`src/rtl/core/bsb_pkg.sv`:
```
// Shared types and constants for the bounded stack bank.
// Used by every module under rtl/core; depends on nothing else.
`timescale 1ns / 1ps

package bsb_pkg;

   localparam int DATA_W         = 32;
   localparam int KIND_W         = 2;
   localparam int INDEX_W        = 8;
   localparam int TOUCH_W        = 4;
   localparam int CFG_W          = 5;
   localparam int NUM_STACKS_DEF = 16;
   localparam int MAX_CAP_DEF    = 16;

   localparam logic [CFG_W-1:0] CAPACITY_RESET = 5'd16;

   localparam logic [KIND_W-1:0] KIND_PUSH   = 2'd0;
   localparam logic [KIND_W-1:0] KIND_POP    = 2'd1;
   localparam logic [KIND_W-1:0] KIND_POP_AT = 2'd2;

   // Outcome of one request, decided when it is taken.
   typedef struct packed {
      logic               pop_hit;
      logic               was_empty;
      logic               push_dropped;
      logic [TOUCH_W-1:0] stack_touched;
   } issue_type;

endpackage

```
`src/rtl/core/bsb_fill_ctrl.sv`:
```
// Fill counts per stack, full/nonempty priority encoders and plate address issue.
// Depends on bsb_pkg for kind codes and the issue_type struct.
`timescale 1ns / 1ps

module bsb_fill_ctrl #(
   parameter int NUM_STACKS   = bsb_pkg::NUM_STACKS_DEF,
   parameter int MAX_CAPACITY = bsb_pkg::MAX_CAP_DEF,
   parameter int AW           = 8
) (
   input  logic                         clock,
   input  logic                         reset,
   input  logic [bsb_pkg::CFG_W-1:0]    capacity,
   input  logic                         take,
   input  logic [bsb_pkg::KIND_W-1:0]   kind,
   input  logic [bsb_pkg::INDEX_W-1:0]  stack_index,
   output bsb_pkg::issue_type           issue,
   output logic                         mem_we,
   output logic                         mem_re,
   output logic [AW-1:0]                mem_addr
);

   localparam int SW = (NUM_STACKS > 1) ? $clog2(NUM_STACKS) : 1;
   localparam int CW = $clog2(MAX_CAPACITY + 1);
   localparam logic [AW-1:0] Stride = AW'(MAX_CAPACITY);

   logic [CW-1:0]         count_ff [NUM_STACKS];
   logic [NUM_STACKS-1:0] full;
   logic [NUM_STACKS-1:0] nonempty;
   logic [8:0]            cap_wide;
   logic [SW-1:0]         push_sel;
   logic                  push_found;
   logic [SW-1:0]         pop_sel;
   logic                  pop_found;
   logic [SW-1:0]         at_sel;
   logic                  at_ok;
   logic [SW-1:0]         target;
   logic                  do_push;
   logic                  do_pop;
   logic [CW-1:0]         cur_count;
   logic [CW-1:0]         slot;
   logic [CW-1:0]         count_in;

   // clamp capacity to 1..MAX_CAPACITY
   always_comb begin
      cap_wide = 9'(capacity);
      if (cap_wide == 9'd0) begin
         cap_wide = 9'd1;
      end else if (cap_wide > 9'(MAX_CAPACITY)) begin
         cap_wide = 9'(MAX_CAPACITY);
      end
   end

   always_comb begin
      for (int s = 0; s < NUM_STACKS; s++) begin
         full[s]     = 9'(count_ff[s]) >= cap_wide;
         nonempty[s] = count_ff[s] != '0;
      end
   end

   // leftmost stack that is not full
   always_comb begin
      push_found = 1'b0;
      push_sel   = '0;
      for (int s = NUM_STACKS - 1; s >= 0; s--) begin
         if (!full[s]) begin
            push_found = 1'b1;
            push_sel   = SW'(s);
         end
      end
   end

   // rightmost stack that is not empty
   always_comb begin
      pop_found = 1'b0;
      pop_sel   = '0;
      for (int s = 0; s < NUM_STACKS; s++) begin
         if (nonempty[s]) begin
            pop_found = 1'b1;
            pop_sel   = SW'(s);
         end
      end
   end

   assign at_sel = SW'(stack_index);
   assign at_ok  = (9'(stack_index) < 9'(NUM_STACKS)) && nonempty[at_sel];

   always_comb begin
      target  = '0;
      do_push = 1'b0;
      do_pop  = 1'b0;
      issue   = '0;
      case (kind)
         bsb_pkg::KIND_PUSH: begin
            target             = push_sel;
            do_push            = push_found;
            issue.push_dropped = !push_found;
         end
         bsb_pkg::KIND_POP: begin
            target          = pop_sel;
            do_pop          = pop_found;
            issue.was_empty = !pop_found;
         end
         bsb_pkg::KIND_POP_AT: begin
            target          = at_sel;
            do_pop          = at_ok;
            issue.was_empty = !at_ok;
         end
         default: begin
         end
      endcase
      issue.pop_hit = do_pop;
      if (do_push || do_pop) begin
         issue.stack_touched = bsb_pkg::TOUCH_W'(target);
      end
   end

   assign cur_count = count_ff[target];
   assign slot      = do_pop ? cur_count - CW'(1) : cur_count;
   assign count_in  = do_pop ? cur_count - CW'(1) : cur_count + CW'(1);
   assign mem_we    = take && do_push;
   assign mem_re    = take && do_pop;
   assign mem_addr  = AW'(target) * Stride + AW'(slot);

   always_ff @(posedge clock) begin
      if (reset) begin
         for (int s = 0; s < NUM_STACKS; s++) begin
            count_ff[s] <= '0;
         end
      end else if (take && (do_push || do_pop)) begin
         count_ff[target] <= count_in;
      end
   end

endmodule
```
`config.mk`:
```
export PLATFORM = sky130hd
export DESIGN_NAME = bsb_fill_ctrl
export DESIGN_NICKNAME = d
export VERILOG_FILES = /design/src/rtl/core/bsb_pkg.sv /design/src/rtl/core/bsb_fill_ctrl.sv
export SDC_FILE = /design/constraint.sdc
export NUM_CORES = 1
export LEC_CHECK = 0
export BUFFER_PORTS_ARGS = -buffer_cell sky130_fd_sc_hd__buf_2
export CAP_MARGIN = 20
export CORE_MARGIN = 1.5
export CORE_UTILIZATION = 42
export DETAILED_ROUTE_END_ITERATION = 12
export HOLD_SLACK_MARGIN = 0.03
export PLACE_DENSITY_LB_ADDON = 0.08
export RECOVER_POWER = 100
export SYNTH_ARGS = -nofsm -noshare
export SYNTH_HDL_FRONTEND = slang
export SYNTH_SLANG_ARGS = --single-unit
```
`constraint.sdc`:
```
create_clock -name clock -period 9.8 [get_ports clock]
set_input_delay 0 -clock clock [delete_from_list [all_inputs] [get_ports clock]]
set_output_delay 0 -clock clock [all_outputs]
set_load 0.01 [all_outputs]
```
==> flow_summary.ini, run 1 <==
[run_status]
outcome = finished with violations
violations = capacitance limit, slew limit

[clocking]
cts_tree = built
cts_hold_buf = 0
numCtsBuffers = 9
post_cts_buffers = 0
cts_root_buffer = clkbuf_16
clk_latency_ns = 0.34
clkSinkCount = 80
cts.path.max_buffers = 2
path_clk_slew_ns = 0.06
ctsHtreeMaxLevel = 3
post_cts_resize_count = 0

[yosys]
synthAdderAreaFrac_pct = 16.9
synth_compound_area_share_pct = 16.3
syn_avg_cell_area_um2 = 9.78
syn-num-nets = 789
synth_top_family_by_area = simple AND/OR/NAND/NOR gates
syn_area_um2 = 6660
ys.flop_type = edfxtp_1
synth_top_area_cell = edfxtp_1
synth_seq_cells = 80
async_flop_share_pct = 0
synth-xor-area-share_pct = 1.16
syn-instance-count = 681
yosys-top-cells-count = nor2_1 (106), ha_1 (90), edfxtp_1 (80)
yosysSeqAreaShare_pct = 36.1
yosys.area_share.simple_pct = 22.0
yosys-top-cells-area = edfxtp_1 (36%), ha_1 (17%), nor2_1 (6.0%)
synthMuxAreaShare_pct = 4.40
synth_top_area_share_pct = 36.1
yosysMostFrequentCell = nor2_1
ys_types = 71
yosysWarnings = 0
synth_edf_count = 80

[place]
place_hpwl_mm = 17.5
gp_congestion = 1.01
post-place-cells = 914
place_ws_ns = 2.16
numPortBuffers = 34

[timing]
finalCritPeriodShare_pct = 78.7
relSlewSlack_pct = -13.4
finClkSkew_ns = 0.00876
tightest_slew_ns = 1.69
fin_setup_tns_ns = 0
slew_viol_final = 34
finalHoldViolations = 0
period_needed_ns = 7.71
setup_ws_ns = 2.09
setup_viol = 0
max_freq_ghz = 0.130
rsz0062_at_grt = false

[worst_setup_path]
critPathArrivalTime_ns = 7.76
cp-end-kind = flip-flop
worstPathMaxFanout = 22
cp-start-kind = input pin
cp.required_ns = 9.85
critPathKind = input pin to flip-flop

[layout]
area_growth_pct = 8.87
final_cells = 931
top_register = count_ff
drive_above_1_share_pct = 9.03
reg.largest.list = count_ff x80
antenna_cells = 0
fill_cells = 1553
fin_util_pct = 47.2
fin_nets = 823
largest_reg_flops = 80

[routing]
drt_iter0_markers = 490
routed_via_density = 6.16
drtAntennaViolNets = 0
wire_per_inst_um = 23.8
drc = 0
first_pass_iters = 5
vias = 5737
drt-total-wl_mm = 22.2

[power_and_ir_drop]
total_power_mw = 1.05
power_density_nw_per_um2 = 145
ir_drop_uv = 88.1
p_leak_nw = 2.95

[floorplanning]
core_um2 = 15400
start_util_pct = 43.3
die_w_um = 129
io_pins = 35
dieArea_um2 = 16600
die_y_um = 129
rows = 45

[global_routing]
grt_antenna_before_repair = 0
overflow = 0
grt_max_degree = 23
grt_first_pass_wirelength_mm = 33.2
grt_pass1_vias = 5543
gr-usage-all-layers_pct = 27.5

[min_path]
hold_class = input pin to output pin

[flow_run]
drv_cap = 2
-- area by class of cell --
cell class                 count  area (µm²)  share of cell area (%)
tap                          211         264                    3.64
inverter                      28         105                    1.45
clock inverter                 7        95.1                    1.31
multi-input combinational    555        3970                    54.7
sequential                    80        2400                    33.1
timing repair buffer          41         191                    2.64
clock buffer                   9         225                    3.11
-- routing by layer --
layer  wire, µm  vias up  GRT usage [%]  share of wire [%]
met2       9520      243           42.1                 43
li1           -     2662              -                  -
met1      10500     2797           39.9                 47
met3       1700       35           4.91                7.7
met5          0        -              0                  0
met4        492        0           7.87                2.2
-- worst max-delay path, stage by stage --
cell	delay (ns)
clkbuf_1	0.09
inv_1	0.53
nand2_1	0.69
ha_1	0.54
a21oi_1	0.13
o21ai_1	0.15
a21o_1	0.21
a222oi_1	0.34
o21ai_0	0.18
a21oi_1	1.08
buf_4	0.46
nand2b_1	0.41
nor2_1	0.15
a2111oi_0	0.85
o211ai_4	0.26
nor4_1	0.65
o21a_1	0.85
nor3_1	0.13
-- final timing paths --
check / slack, ns / cells past startpoint / to / from
setup / recovery: 2.09 / 18 / count_ff[15][3] / capacity[4]
hold / removal: 0.35 / 4 / mem_re / take
setup reg to reg: 2.72 / 16 / count_ff[15][3] / count_ff[0][0]
hold reg to reg: 1.32 / 5 / count_ff[12][3] / count_ff[13][0]
-- stage by stage --
step	hold slack, ns	cell area (µm²)
floorplan	0.123	6660
global placement	0.343	7060
detailed placement	0.342	7060
CTS	0.345	7380
global route	0.378	7250
finish	0.347	7250
-- placed cells by master (no fill, tap or decap), types with 7 or more instances in the layout --
cell type and n:
nor2_1 106, ha_1 90, edfxtp_1 80, nand2_1 52, a21oi_1 29, inv_1 28, nor3_1 27, nand2b_1 26
or4_1 21, buf_2 21, o21ai_0 19, mux2i_1 18, clkbuf_1 17, a21o_1 16, a31oi_1 15, nor2b_1 12
nor4_1 9, a2bb2oi_1 9, clkbuf_16 9, nand3_1 7, o22ai_1 7
-- power by group --
part / internal, mW / switching (mW) / total [mW]
Combinational: 0.0897 / 0.190 / 0.280
Sequential: 0.390 / 0.0198 / 0.410
Clock: 0.223 / 0.136 / 0.360
-- logic make-up after synthesis --
logic type	after synthesis
simple gates	285
compound gates	149
fa+ha+maj	90
flops	80
buf+inv	46
mux	23
xor+xnor	8
(Power assumes the default switching activity.)
==> run 2: changes to the inputs <==
==> constraint.sdc (replaced) <==
create_clock -name clock -period 6.5 [get_ports clock]
set_input_delay 0 -clock clock [delete_from_list [all_inputs] [get_ports clock]]
set_output_delay 0 -clock clock [all_outputs]
set_load 0.01 [all_outputs]
==> flow_summary.ini, run 2 (synthesis results as in run 1) <==
[run_status]
outcome = completed

[worst_setup_path]
critPathArrivalTime_ns = 6.05
critPathKind = input pin to output pin
r2r_cells = 16
cp.required_ns = 6.50
cpMaxStageDelayCell = nor3b_2
path_buf_inv = 5
cp-start-kind = input pin
rrSetupSlack_ns = 0.48
path_delay_family = simple AND/OR/NAND/NOR gates
worstPathMaxFanout = 18
r2r_end = count_ff[11][3]
r2r_start = count_ff[3][0]
cp-end-kind = output pin
max_stage_delay_ns = 0.59

[power_and_ir_drop]
p_sw_share_pct = 34.1
clkPwrFrac_pct = 32.6
comb_power_share_pct = 28.0
internal-power_mw = 1.03
seqPwrFrac_pct = 39.4
power_density_nw_per_um2 = 213
ir_drop_uv = 136
p_leak_nw = 2.99
total_power_mw = 1.56
switchingPower_mw = 0.534

[clocking]
cts_tree = built
clk_latency_ns = 0.35
ctsHtreeMaxLevel = 3
numCtsBuffers = 9
cts_hold_buf = 0
post_cts_buffers = 0
clkSinkCount = 80
cts.path.max_buffers = 2
cts_root_buffer = clkbuf_16

[timing]
period_needed_ns = 6.05
finClkSkew_ns = 0.00985
slew_viol_final = 0
relSlewSlack_pct = 29.6
setup_ws_ns = 0.453
whs_ns = 0.349
finalCritPeriodShare_pct = 93.0
setup_viol = 0
tightest_slew_ns = 1.05
rsz0062_at_grt = false
max_freq_ghz = 0.165
finalHoldViolations = 0
fin_setup_tns_ns = 0

[layout]
final_common_cell = nor2_1
reg.largest.list = count_ff x80
final_cell_area_um2 = 7330
final_cells = 941
regArea_um2 = 2400
top_register = count_ff
multiInputGateArea_um2 = 4010
drive_above_1_share_pct = 11.0
area_growth_pct = 10.1
layout_common_cells = nor2_1 (106), ha_1 (90), edfxtp_1 (80)
largest_reg_flops = 80
fin_nets = 832
fin_util_pct = 47.7
fill_cells = 1513

[floorplanning]
dieArea_um2 = 16600
start_util_pct = 43.3
die_w_um = 129
core_um2 = 15400
rows = 45
io_pins = 35
die_y_um = 129

[global_routing]
use_met2_pct = 41.9
overflow = 0
gr-max-usage-layer = met2
grt_first_pass_wirelength_mm = 34.1
grt_use_met3_pct = 7.65
grt_antenna_before_repair = 1
use_met1_pct = 40.6
gr-usage-all-layers_pct = 28.7
grt_pass1_vias = 5515
grt_max_degree = 22

[place]
numPortBuffers = 34
gp_congestion = 1.03
place_hpwl_mm = 18.2
place_ws_ns = 0.523
post-place-cells = 924
dpl_cell_area_um2 = 7130

[flow_run]
drv_cap = 0

[routing]
vias = 5799
routed_via_density = 6.16
drt-total-wl_mm = 22.8
wire_per_inst_um = 24.2
first_pass_iters = 5
drt_iter0_markers = 589
drc = 0
drtAntennaViolNets = 0

[min_path]
min_path_cells = 4
min_from = take
hold_class = input pin to output pin
whs_endpoint = mem_re
[run 2: worst min-delay path: cells and delay by family]
kind / cells / cell delay (ns)
buffers and inverters: 3 / 0.30
AND/OR/NAND/NOR: 1 / 0.05
[run 2: layout make-up]
| cell class | instances | area share [%] |
|---|---|---|
| repair buffers | 50 | 3.45 |
| diodes | 1 | 0.0341 |
| flip-flops and latches | 80 | 32.8 |
| inverters | 28 | 1.43 |
| multi-input cells | 555 | 54.7 |
| clock inverters | 6 | 0.922 |
| well taps | 211 | 3.60 |
| clock buffers | 10 | 3.12 |
[run 2: timing repair]
action                                  CTS  global route
endpoints found under the setup margin    0             1
gates resized for setup                   0             1
hold endpoints to repair                  0             0
[run 2: worst max-delay path by stage]
stage | from | to | depth (start not counted)
finish | capacity[4] | mem_addr[7] | 25
global route | capacity[4] | mem_addr[7] | 26
CTS | capacity[4] | mem_addr[7] | 25
detailed placement | capacity[4] | count_ff[15][4] | 23
global placement | capacity[4] | count_ff[14][4] | 23
floorplan | capacity[4] | count_ff[8][4] | 21
[run 2: metal layers]
layer	routed length [µm]	vias to the layer above	share of wire, %
met5	0	-	0
met4	772	0	3.4
met3	2220	48	9.7
met2	9680	261	42
met1	10100	2816	44
li1	-	2674	-
[run 2: power by group through the flow]
| stage | clock [mW] | combinational, mW | sequential (mW) |
|---|---|---|---|
| 5_1_grt | 0.538 | 0.478 | 0.619 |
| 6_report | 0.510 | 0.438 | 0.617 |
| 3_3_place_gp | 0 | 0.447 | 0.627 |
| 4_1_cts | 0.518 | 0.457 | 0.616 |
| 3_5_place_dp | 0 | 0.455 | 0.627 |
| 2_1_floorplan | 0 | 0.293 | 0.609 |
